## config.mk

```make
export PLATFORM = sky130hd
export DESIGN_NAME = nce_window
export DESIGN_NICKNAME = d
export VERILOG_FILES = /design/src/rtl/nce_pkg.sv /design/src/rtl/nce_window.sv
export SDC_FILE = /design/constraint.sdc
export NUM_CORES = 1
export LEC_CHECK = 0
export BUFFER_PORTS_ARGS = -buffer_cell sky130_fd_sc_hd__buf_2
export CAP_MARGIN = 20
export CORE_AREA = 2 2 95 97
export DETAILED_ROUTE_END_ITERATION = 8
export DIE_AREA = 0 0 97 99
export PLACE_DENSITY = 0.77
export SLEW_MARGIN = 10
export SYNTH_ARGS = -nofsm -noshare
export SYNTH_HDL_FRONTEND = slang
export SYNTH_SLANG_ARGS = --single-unit
```

## constraint.sdc

```tcl
create_clock -name i_clk -period 4.2 [get_ports i_clk]
set_input_delay 0.42 -clock i_clk [delete_from_list [all_inputs] [get_ports i_clk]]
set_output_delay 0.42 -clock i_clk [all_outputs]
set_load 0.01 [all_outputs]
```

## src/rtl/nce_pkg.sv

```systemverilog
// shared constants, register codes and defaults for the north compass edge filter
// no dependencies; imported by every module of the block
package nce_pkg;

    localparam int CH_W        = 8;
    localparam int SUM_W       = 10;
    localparam int ROW_WIDTH_W = 12;
    localparam int WEIGHT_W    = 8;
    localparam int CFG_DATA_W  = 12;
    localparam int CFG_IDX_W   = 1;

    localparam int DEF_MSIZE      = 3;
    localparam int DEF_MAX_WIDTH  = 2048;
    localparam int DEF_MAX_HEIGHT = 2048;

    localparam logic [ROW_WIDTH_W-1:0] ROW_WIDTH_RST = 12'd640;
    localparam logic [WEIGHT_W-1:0]    WEIGHT_RST    = 8'sd1;

    // divide by three through a reciprocal, valid for totals below DIV3_LIMIT
    localparam int DIV3_RECIP = 683;
    localparam int DIV3_SHIFT = 11;
    localparam int DIV3_LIMIT = 768;
    localparam int DIV3_IN_W  = 10;
    localparam int DIV3_PR_W  = 20;
    localparam logic [CH_W-1:0] CLAMP_MAX = 8'd255;

    typedef enum logic [CFG_IDX_W-1:0] {
        CFG_ROW_WIDTH = 1'b0,
        CFG_WEIGHT    = 1'b1
    } t_cfg_reg;

endpackage

```

## src/rtl/nce_window.sv

```systemverilog
// window of column sums: upper and lower partial sums per column, window totals
// and the centre row values; uses nce_pkg
module nce_window import nce_pkg::*; #(
    parameter int MSIZE = DEF_MSIZE,
    localparam int LINES = MSIZE - 1,
    localparam int TW    = SUM_W + 2 * $clog2(MSIZE)
) (
    input  logic                   i_clk,
    input  logic                   i_rst_n,
    input  logic                   i_adv,
    input  logic [LINES*SUM_W-1:0] i_col_data,
    input  logic [SUM_W-1:0]       i_sum,
    output logic [TW-1:0]          o_su,
    output logic [TW-1:0]          o_sd,
    output logic [SUM_W-1:0]       o_ctr
);

    localparam int HALF = MSIZE / 2;
    localparam int CSW  = SUM_W + $clog2(MSIZE);
    localparam int MIDN = MSIZE - HALF;

    logic [SUM_W-1:0] w_vals [MSIZE];
    logic [CSW-1:0]   w_up;
    logic [CSW-1:0]   w_dn;
    logic [TW-1:0]    w_su;
    logic [TW-1:0]    w_sd;

    logic [CSW-1:0]   r_up  [MSIZE];
    logic [CSW-1:0]   r_dn  [MSIZE];
    logic [SUM_W-1:0] r_mid [MIDN];

    always_comb begin
        for (int i = 0; i < LINES; i++) begin
            w_vals[i] = i_col_data[i*SUM_W +: SUM_W];
        end
        w_vals[LINES] = i_sum;
        w_up = '0;
        w_dn = '0;
        for (int i = 0; i < MSIZE; i++) begin
            if (i <= HALF) begin
                w_up = w_up + CSW'(w_vals[i]);
            end else begin
                w_dn = w_dn + CSW'(w_vals[i]);
            end
        end
    end

    // totals over the columns held in the window
    always_comb begin
        w_su = '0;
        w_sd = '0;
        for (int i = 0; i < MSIZE; i++) begin
            w_su = w_su + TW'(r_up[i]);
            w_sd = w_sd + TW'(r_dn[i]);
        end
    end

    always_ff @(posedge i_clk) begin
        if (!i_rst_n) begin
            for (int i = 0; i < MSIZE; i++) begin
                r_up[i] <= '0;
                r_dn[i] <= '0;
            end
            for (int i = 0; i < MIDN; i++) begin
                r_mid[i] <= '0;
            end
        end else if (i_adv) begin
            for (int i = 0; i < MSIZE - 1; i++) begin
                r_up[i] <= r_up[i+1];
                r_dn[i] <= r_dn[i+1];
            end
            r_up[MSIZE-1] <= w_up;
            r_dn[MSIZE-1] <= w_dn;
            for (int i = 0; i < MIDN - 1; i++) begin
                r_mid[i] <= r_mid[i+1];
            end
            r_mid[MIDN-1] <= w_vals[HALF];
        end
    end

    assign o_su  = w_su;
    assign o_sd  = w_sd;
    assign o_ctr = r_mid[0];

endmodule

```

After elaboration in Yosys (flattened, before gate mapping):

Memories as Yosys holds them, arrays and structs flattened.
Index checks and enable logic that the tools add are counted.
Widths: inputs -> output; s select.

* bitwise logic cells: 8
* add/sub/neg operators: 5
* mux-type cells: 12

Operators with widths (count)
* $mux 12: 6
* $add 13x12->14: 2
* $add 12x12->13: 2
* $mux 10: 2
* $add 10x10->11: 1
* $or 1x1->1: 8
* $mux 1: 4

* input port bits: 33
* memory bits (writable): 92
* memories: 3
* output and inout port bits: 38
* bits in registers: 0

Memory list
* r_dn: words 3, width 12, read ports 3, clocked after memory_dff 0, wr ports 3, line nce_window.sv:29 `logic [CSW-1:0] r_dn [MSIZE];`
* r_up: words 3, width 12, read ports 3, clocked after memory_dff 0, wr ports 3, line nce_window.sv:28 `logic [CSW-1:0] r_up [MSIZE];`
* r_mid: words 2, width 10, read ports 2, clocked after memory_dff 0, wr ports 2, line nce_window.sv:30 `logic [SUM_W-1:0] r_mid [MIDN];`

Longest topological paths before layout:

* depth in word-level cells: 4
* gate-level depth with buffers: 11
* mapped depth without buffers: 11

Least setup slack after synthesis:

OpenSTA, ideal clock, no wires.

* path type: in2reg
* start: input port i_adv
* end: memory r_dn[0][0] (netlist name), enable pin
* setup slack: 1.065 ns
* path buffers: 1
* arrival: 2.680 ns
* data required time: 3.745 ns
* cell stages on the path: 2
* cells stage by stage: clkbuf_1 -> nand2b_1

RTL lines
* start: declaration: line nce_window.sv:10 `input logic i_adv,`
* end: declaration: line nce_window.sv:29

==> metrics.md <==
| Metric | Value |
|---|---|
| Initial Util | 0.569 |
| Clock Sink Count | 83 |
| Power Total | 2250 uW |
| Area taken by multi-input logic gates | 0.00215 sq mm |
| P&R area growth vs syn | 12.1% |
| Initial antenna violation count | 1 |
| Setup repair bufs after CTS | 0 |
| Static leakage | 0.00262 uW |
| Worst slew pin tran | 0.539 ns |
| Detail-routed via count per cell | 5.48 |
| Worst Setup Path Type | reg2out |
| Final setup violation count | 0 |
| Distinct cells, synth | 37 |
| Post-synth EDFFs | 83 |
| Crit end category | output port |
| Setup TNS | 0 ns |
| Mux share of post-synthesis cell area | 0 |
| CORE AREA | 0.00855 sq mm |
| Clock slew at reported path FFs | 0.09 ns |
| Post-Syn Instances | 393 |
| Arr. time, crit path | 3.11 ns |
| # hold bufs at CTS | 0 |
| Fin. max-slew vios | 0 |
| Total track usage | 0.182 |
| Yosys warns | 0 |
| Run status | completed |
| I/O Buffers | 67 |
| Yosys top cell by area | edfxtp_1 |
| Synth top area share | 0.512 |
| Post-synthesis sequential area ratio | 0.512 |
| Minimum clock period | 3.53 ns |
| Max Fclk | 0.284 GHz |
| Row cnt | 34 |
| Die width | 97 microns |
| Critical Path Source Type | register |
| Top Ports | 71 |
| Largest net degree at the start of global routing | 84 |
| Place WS | 1.03 ns |
| Remaining DRCs | 0 |
| Placer Congestion | 0.749 |
| Wire length per cell | 15.2 microns |
| Post-layout nets | 534 |
| H-tree Lvls | 3 |
| 1st-pass router iterations | 4 |
| Slew headroom | 0.640 |
| Syn Std Cell Area | 0.00487 sq mm |
| Root Driver | clkbuf_8 |
| Maximum root-to-sink buffer count | 2 |
| CTS buffer count | 9 |
| Seq cells post-synth | 83 |
| Mean Syn Cell Area | 12.4 sq um |
| DR vias | 3075 |
| Commonest non-fill, non-tap cell in the layout | edfxtp_1 |
| Asr flop ratio synth | 0 |
| Die area | 0.00960 sq mm |
| Final Hold Viols | 0 |
| Ys flop type | edfxtp_1 |
| Final ANT Viol Nets | 0 |
| Worst path required time | 3.78 ns |
| Commonest cells after routing, fill and taps aside | edfxtp_1 (83), and3_1 (70), buf_2 (67) |
| Fin worst setup slack | 0.673 ns |
| Tightest Hold Check Type | in2reg |
| RSZ-0062 raised after global routing | no |
| Antenna diode count | 0 |
| GRT overflow | 0 |
| HPWL after DPL | 6.11 mm |
| Power density cells | 412 mW/mm^2 |
| Post-Synth Simple-Gate Area | 0.140 |
| Final Util | 0.638 |
| Final worst path period share | 0.840 |
| Worst-Skew Late Latency | 0.35 ns |
| Worst VDD drop | 0.260 mV |
| Synth top area cells | edfxtp_1 (51%), fa_1 (9.9%), and3_1 (9.0%), ha_1 (7.5%), xnor2_1 (2.7%) |
| Vias in the first global route | 3025 |
| Post-synthesis compound-gate area fraction | 0.0840 |
| Fillers | 648 |
| 1st-iter DRT viols | 128 |
| Resized cells post-CTS | 0 |
| Hold slack | 0.388 ns |
| Clock Skew | 0.00835 ns |
| Adder-cell share of the synthesized area | 0.173 |
| Die Y | 99 microns |
| Register Area | 0.00249 sq mm |
| First-pass GRT wire length | 14.0 mm |
| WL final | 8.54 mm |
| MaxCap Viol Count | 0 |
| Largest family of logic cells by synthesized area | adder cells |
| Critical path peak fanout | 3 |
| Post-Synth XOR/XNOR Area | 0.0414 |
| Layout cells sized above 1 | 0.201 |
| CTS tree | built |
==> Yosys cell counts, types with 9 or more instances <==
cell type and n:
and3_1 70, a21o_1 9, ha_1 29, o21ai_0 10, nand2_1 11, xnor2_1 15
nor2_1 27, buf_4 13, clkbuf_1 15, edfxtp_1 83, fa_1 24, a21oi_1 20
inv_1 22
==> routing by layer <==
metal,track usage,share of wire,vias to the layer above,routed length (microns)
met5,0,0,-,0
met4,0.0498,0.0091,0,78
met2,0.313,0.52,63,4410
met3,0.0461,0.047,8,402
met1,0.231,0.43,1492,3640
li1,-,-,1512,-
==> power breakdown <==
part / total [uW] / switching (uW) / leakage [uW] / internal (uW)
clock network: 624 / 288 / 0.000105 / 336
registers: 1010 / 33.8 / 0.000910 / 980
logic: 610 / 335 / 0.00161 / 275
==> path summary, 6_finish.rpt <==
path                                    from           to  slack (ns)  cells past startpoint
worst max-delay path             r_up[0][13]     o_su[11]        0.67                      9
worst min register to register  r_mid[0][11]  r_mid[0][1]        0.56                      1
worst max register to register   r_dn[0][17]   r_dn[0][5]        3.33                      1
worst min-delay path                i_sum[7]  r_dn[0][31]        0.39                      2
==> cells by family (layout without fill, tap and decap cells) <==
kind of cell    count (synthesis)  after routing
compound gates                 59             59
xor+xnor                       23             23
fa+ha+maj                      53             53
buf+inv                        50            108
flops                          83             83
other cells                     1              3
simple gates                  124            124
==> cell type report <==
cell class,instances,area share
timing repair buffer,70,0.0692
tap,108,0.0248
sequential,83,0.457
clock inverter,6,0.0163
multi-input combinational,262,0.395
clock buffer,10,0.0234
inverter,22,0.0151
==> per-stage QoR <==
stage                     std cells  cell area (sq um)
after floorplan                 395               4880
after global placement          544               5220
after detailed placement        544               5220
after CTS                       560               5430
after global routing            561               5460
final                           561               5460
==> worst max-delay path, cell delays in order, from the launching register on <==
cell,delay [ns]
edfxtp_1,0.42
fa_1,0.47
ha_1,0.23
fa_1,0.41
a21o_1,0.24
a2111oi_4,0.40
o21ai_1,0.13
a21oi_1,0.19
xor2_1,0.14
buf_2,0.14
==> flip-flops by register name, indices dropped and copies added, names as in the netlist <==
register,cells
r_dn,30
r_mid,20
r_up,33
No activity file was read; power rests on OpenSTA's default activity.
