--- config.mk ---
export PLATFORM = sky130hd
export DESIGN_NAME = nce_calc
export DESIGN_NICKNAME = d
export VERILOG_FILES = /design/src/rtl/nce_pkg.sv /design/src/rtl/nce_calc.sv
export SDC_FILE = /design/constraint.sdc
export NUM_CORES = 1
export LEC_CHECK = 0
export ABC_CLOCK_PERIOD_IN_PS = 6750
export BUFFER_PORTS_ARGS = -buffer_cell sky130_fd_sc_hd__buf_2
export CORE_MARGIN = 10
export CORE_UTILIZATION = 54
export DETAILED_ROUTE_END_ITERATION = 10
export GPL_TIMING_DRIVEN = 0
export PLACE_DENSITY_LB_ADDON = 0.08
export SLEW_MARGIN = 15
export SYNTH_ARGS = -nofsm -noshare
export SYNTH_HDL_FRONTEND = slang
export SYNTH_SLANG_ARGS = --single-unit
--- constraint.sdc ---
create_clock -name i_clk -period 6.75 [get_ports i_clk]
set_clock_uncertainty 0.05 [all_clocks]
set_input_delay 0.675 -clock i_clk [delete_from_list [all_inputs] [get_ports i_clk]]
set_output_delay 0.675 -clock i_clk [all_outputs]
set_load 0.05 [all_outputs]
--- src/rtl/nce_pkg.sv ---
// shared constants, register codes and defaults for the north compass edge filter
// no dependencies; imported by every module of the block
package nce_pkg;

    localparam int CH_W        = 8;
    localparam int SUM_W       = 10;
    localparam int ROW_WIDTH_W = 12;
    localparam int WEIGHT_W    = 8;
    localparam int CFG_DATA_W  = 12;
    localparam int CFG_IDX_W   = 1;

    localparam int DEF_MSIZE      = 3;
    localparam int DEF_MAX_WIDTH  = 2048;
    localparam int DEF_MAX_HEIGHT = 2048;

    localparam logic [ROW_WIDTH_W-1:0] ROW_WIDTH_RST = 12'd640;
    localparam logic [WEIGHT_W-1:0]    WEIGHT_RST    = 8'sd1;

    // divide by three through a reciprocal, valid for totals below DIV3_LIMIT
    localparam int DIV3_RECIP = 683;
    localparam int DIV3_SHIFT = 11;
    localparam int DIV3_LIMIT = 768;
    localparam int DIV3_IN_W  = 10;
    localparam int DIV3_PR_W  = 20;
    localparam logic [CH_W-1:0] CLAMP_MAX = 8'd255;

    typedef enum logic [CFG_IDX_W-1:0] {
        CFG_ROW_WIDTH = 1'b0,
        CFG_WEIGHT    = 1'b1
    } t_cfg_reg;

endpackage

--- src/rtl/nce_calc.sv ---
// mask response: difference of window sums, weight multiply, divide by three,
// clamp and output register; uses nce_pkg
module nce_calc import nce_pkg::*; #(
    parameter int TW = SUM_W + 2 * $clog2(DEF_MSIZE),
    parameter int CW = $clog2(DEF_MAX_WIDTH),
    parameter int RW = $clog2(DEF_MAX_HEIGHT)
) (
    input  logic                       i_clk,
    input  logic                       i_rst_n,
    input  logic                       i_valid,
    output logic                       o_busy,
    input  logic [TW-1:0]              i_su,
    input  logic [TW-1:0]              i_sd,
    input  logic [SUM_W-1:0]           i_ctr,
    input  logic [CW-1:0]              i_col,
    input  logic [RW-1:0]              i_row,
    input  logic signed [WEIGHT_W-1:0] i_weight,
    output logic                       o_valid,
    input  logic                       i_stall,
    output logic [CH_W-1:0]            o_edge_value,
    output logic [CW-1:0]              o_center_col,
    output logic [RW-1:0]              o_center_row
);

    localparam int DW = TW + 2;
    localparam int PW = DW + WEIGHT_W;

    logic                 r_v3, r_v4, r_vo;
    logic signed [DW-1:0] r_d;
    logic signed [PW-1:0] r_prod;
    logic [CW-1:0]        r_col3, r_col4, r_col_o;
    logic [RW-1:0]        r_row3, r_row4, r_row_o;
    logic [CH_W-1:0]      r_edge;

    logic                  w_adv_in, w_adv3, w_adv4, w_adv_o;
    logic signed [DW-1:0]  w_d;
    logic [DIV3_IN_W-1:0]  w_t;
    logic [DIV3_PR_W-1:0]  w_q;
    logic [CH_W-1:0]       w_edge;

    assign w_adv_o  = r_vo && !i_stall;
    assign w_adv4   = r_v4 && (!r_vo || w_adv_o);
    assign w_adv3   = r_v3 && (!r_v4 || w_adv4);
    assign o_busy   = r_v3 && !w_adv3;
    assign w_adv_in = i_valid && !o_busy;

    assign w_d = $signed({2'b00, i_su}) - $signed({2'b00, i_sd})
               - $signed(DW'(3 * int'(i_ctr)));

    assign w_t = r_prod[DIV3_IN_W-1:0];
    assign w_q = DIV3_PR_W'(w_t) * DIV3_PR_W'(DIV3_RECIP);

    always_comb begin
        if (r_prod <= 0) begin
            w_edge = '0;
        end else if (r_prod >= $signed(PW'(DIV3_LIMIT))) begin
            w_edge = CLAMP_MAX;
        end else begin
            w_edge = w_q[DIV3_SHIFT +: CH_W];
        end
    end

    always_ff @(posedge i_clk) begin
        if (!i_rst_n) begin
            r_v3 <= 1'b0;
            r_v4 <= 1'b0;
            r_vo <= 1'b0;
        end else begin
            if (w_adv_in) begin
                r_v3 <= 1'b1;
            end else if (w_adv3) begin
                r_v3 <= 1'b0;
            end
            if (w_adv3) begin
                r_v4 <= 1'b1;
            end else if (w_adv4) begin
                r_v4 <= 1'b0;
            end
            if (w_adv4) begin
                r_vo <= 1'b1;
            end else if (w_adv_o) begin
                r_vo <= 1'b0;
            end
        end
    end

    always_ff @(posedge i_clk) begin
        if (w_adv_in) begin
            r_d    <= w_d;
            r_col3 <= i_col;
            r_row3 <= i_row;
        end
        if (w_adv3) begin
            r_prod <= PW'(r_d) * PW'(i_weight);
            r_col4 <= r_col3;
            r_row4 <= r_row3;
        end
        if (w_adv4) begin
            r_edge  <= w_edge;
            r_col_o <= r_col4;
            r_row_o <= r_row4;
        end
    end

    assign o_valid      = r_vo;
    assign o_edge_value = r_edge;
    assign o_center_col = r_col_o;
    assign o_center_row = r_row_o;

endmodule

Yosys cells after proc, flatten, opt, wreduce, memory -nomap -nowiden
Cells that the tools add are included. Widths: inputs -> output; s select.

Input bits: 72. Word-level logic and storage cells: 41. Register bits: 117. Output and inout port bits: 32.

$add $sub $neg: 2. $lt $le $gt $ge: 2. Reductions and logical operators: 15. $mul: 3. Muxes and demuxes: 7.

Operators with widths (number): $ge 24x11->1 const B (1); $le 24x1->1 const B (1); $mul 16x8->24 (1); $mul 10x10->19 const B (1); $sub 15x13->16 (1); $sub 14x14->15 (1); $mul 2x10->12 const A (1); $mux 8 (1); $mux 1 (6); $reduce_bool 2->1 (3); $logic_and 1x1->1 (5); $logic_not 1->1 (5); $logic_or 1x1->1 (2).

Depth between registers and ports, before layout
Depth in word-level cells: 11. Mapped depth: 18. Mapped depth without buffers: 17.

Least setup slack after synthesis
No wires, ideal clock.

Path type: input port to flip-flop. Start point: input port i_weight[7]. End point: register r_prod[21] (data pin). Buffers on the path: 1. Data arrival time: 4798 ps. Setup time: 260 ps. Stages on the path: 16. Required time: 6440 ps. Slack: 1642 ps. Cell sequence: inv_1 > clkbuf_1 > nor2_1 > fa_1 > fa_1 > fa_1 > inv_1 > fa_1 > inv_1 > ha_1 > a21oi_1 > o21ai_1 > a2111oi_2 > o21ai_0 > a21oi_1 > xnor2_1.

Longest elaborated chain between the ends: 1.

Ends and longest elaborated chain: start: declaration (line nce_calc.sv:17) `input logic signed [WEIGHT_W-1:0] i_weight,`; $mul 16x8->24 (line nce_calc.sv:94) `r_prod <= PW'(r_d) * PW'(i_weight);`; end signal: assignment (line nce_calc.sv:94); end: declaration (line nce_calc.sv:30) `logic signed [PW-1:0] r_prod;`.

Every way passes these cells. A chain may end at the register's enable or synchronous reset.

Worst setup path after layout
Ends and elaborated chain as after synthesis.

==> results.md <==
* Status: complete, no violations
* Antenna viol nets, final at 0
* CTS root buf: clkbuf_16
* Main synth FF type: edfxtp_1
* Drt first pass iters at 5
* Crit path max fanout at 10
* Largest net degree at the start of global routing at 25
* Element type at the critical path end: flop
* Vias at 7508
* Number of core rows at 53
* Clk_lat worst skew at 420 ps
* HP Class: flop to flop
* Cells after synthesis at 1065
* CP startpoint kind: input pin
* Vias in the first global route at 7904
* Fraction of layout cells with a size suffix above 1 at 12.05%
* Fin crit share at 83.84%
* P&R area growth vs syn at 13.53%
* Syn Area/Cell at 10.75 um^2
* DR DRC count at 0
* HP Start: r_col3[9]$_DFFE_PP_
* Drt total wl at 21810 um
* Sequential element share of the synthesized area at 30.42%
* #FFs+latches synth at 117
* Post-synthesis cell area at 11450 um^2
* Ant diodes at 0
* Global-route wire length before repair at 37360 um
* Gr usage total at 16.26%
* Area post-placement at 12420 um^2
* Fmax at 176.7 MHz
* IO buf count at 103
* Worst EP arrival at 5780 ps
* Routed len/inst at 14.75 um
* Total gr overflow at 0
* Max_cap viols at 0
* Unrepaired setup endpoints after global routing: false
* Clock period minus worst slack at 5659 ps
* Final non-filler cell area at 13000 um^2
* Die Ht at 165.6 um
* Initial antenna violation count at 2
* H-tree depth at 4
* # nets final at 1529
* Die width at 165.6 um
* Worst Tran Pin Value at 744.8 ps
* Die area at 27430 um^2
* Synthesized net count at 1404
* Worst r2r src: r_d[0]$_DFFE_PP_
* R2R depth at 16
* RePlAce Congestion at 0.8734
* Cts-stage hold buffer count at 0
* Library cells used by synthesis at 52
* Core Area at 20960 um^2
* Setup repair bufs after CTS at 0
* Post-synth EDFFs at 114
* Fill cells at 1730
* Initial core utilization at 54.65%
* Hold Vio Cnt, Final at 0
* Synth top area share at 29.90%
* Max transition margin at 50.24%
* Max Root-Sink Buffers at 2
* CTS resizes at 0
* Num CTS Buffers at 17
* FFs w/ async S/R, synth at 0%
* Crit Path Class: input pin to flop
* WHS Path Cells at 0
* Clk sinks at 117
* YS warnings at 0
* 1st-iter DRT viols at 219
* Setup violations, final at 0
* Detailed-route vias per instance at 5.080
* Max-slew violation count at 0
* Worst-path clk slew at 60 ps
* Req. time, crit path at 6870 ps
* DPL Wire Length at 18230 um
* Critical path launch point: i_weight[7]
* Io pins at 104
* Fin util at 62.04%
* Top post-synthesis cells by area: edfxtp_1 (30%), fa_1 (22%), ha_1 (15%), inv_1 (7.2%), and2_1 (4.9%)
* CTS tree: done
* Setup TNS at 0 ps
* Cell taking the most area after synthesis: edfxtp_1
-- cell families (layout without fill, tap and decap cells) --
family / after synthesis / count (layout) / synth area share [%]
multiplexers: 2 / 2 / 0.2185
buffers and inverters: 229 / 367 / 7.507
adder cells (fa/ha/maj): 267 / 267 / 37.50
flip-flops: 117 / 117 / 30.42
AND/OR/NAND/NOR: 234 / 234 / 10.95
XOR/XNOR: 60 / 60 / 4.589
AO/OA/AOI/OAI: 156 / 156 / 8.818
-- synth_stat cells, types with 5 or more instances --
cell and instances:
a211o_1 5, xor2_1 15, ha_1 140, and2_1 90, a21o_1 12, nand3_1 11
o21ai_0 27, clkbuf_1 9, nand2_1 44, a31oi_1 8, nor2b_1 11, fa_1 127
edfxtp_1 114, nor4_1 5, nor2_1 35, xnor2_1 45, inv_1 220, nand2b_1 17
a21oi_1 49, nor3_1 5, o21a_1 16
-- worst max-delay path, cell delays in order --
cell and delay [ps]:
buf_2 160, inv_1 140, clkbuf_1 500, nor2_1 170, fa_1 560, fa_1 550
fa_1 540, inv_1 50, fa_1 520, inv_1 40, ha_1 340, a21oi_1 140
o21ai_1 170, a2111oi_2 730, o21ai_0 210, a21oi_1 210, xnor2_1 80
-- cell usage in the layout (no fill, tap or decap), types with 10 or more instances in the layout --
master,synthesis,final
o21a_1,16,16
clkbuf_16,0,17
buf_2,0,103
nor2_1,35,35
a21oi_1,49,49
xor2_1,15,15
ha_1,140,140
inv_1,220,220
nand2b_1,17,17
xnor2_1,45,45
o21ai_0,27,27
edfxtp_1,114,114
nand2_1,44,44
clkbuf_1,9,10
nand3_1,11,11
and2_1,90,90
a21o_1,12,12
fa_1,127,127
-- metrics by stage --
step / std cells / hold slack [ps] / setup WS, ps
floorplan: 1065 / 350.3 / 1642
global placement: 1443 / 350.2 / 766.8
detailed placement: 1446 / 354.5 / 690.3
CTS: 1478 / 359.6 / 1130
global route: 1478 / 357.5 / 768.8
finish: 1478 / 362.1 / 1091
-- layout make-up --
cell class / count / area (um^2) / area share, %
plain buffers: 9 / 33.78 / 0.2599
well taps: 275 / 344.1 / 2.647
inverters: 220 / 825.8 / 6.352
multi-input cells: 719 / 7134 / 54.88
repair buffers: 106 / 598.1 / 4.601
clock buffers: 18 / 429.2 / 3.301
flip-flops and latches: 117 / 3483 / 26.79
clock inverters: 14 / 151.4 / 1.165
-- path summary, 6_finish.rpt --
kind	slack, ps	endpoint
worst max-delay path	1090	r_prod[21]$_DFFE_PP_
worst min-delay path	360	r_col4[9]$_DFFE_PP_
worst max register to register	1400	r_prod[21]$_DFFE_PP_
worst min register to register	360	r_col4[9]$_DFFE_PP_
-- registers in the layout (all words and copies together) (netlist names) --
signal	cells
o_center_col	11
r_d	16
r_col3	11
r_col4	11
r_v3	1
r_row4	11
r_row3	11
r_prod	24
o_valid	1
o_edge_value	8
o_center_row	11
r_v4	1
-- routing by layer --
metal / vias up / wire, um / track usage [%]
li1: 3765 / - / -
met1: 3549 / 9854 / 20.28
met2: 159 / 10560 / 27.35
met3: 31 / 990 / 3.691
met4: 4 / 375 / 5.277
met5: - / 26 / 0
Power is left out: the tool's default activity adds up to more than one toggle a clock period on the data nets, which glitch-free logic cannot reach.
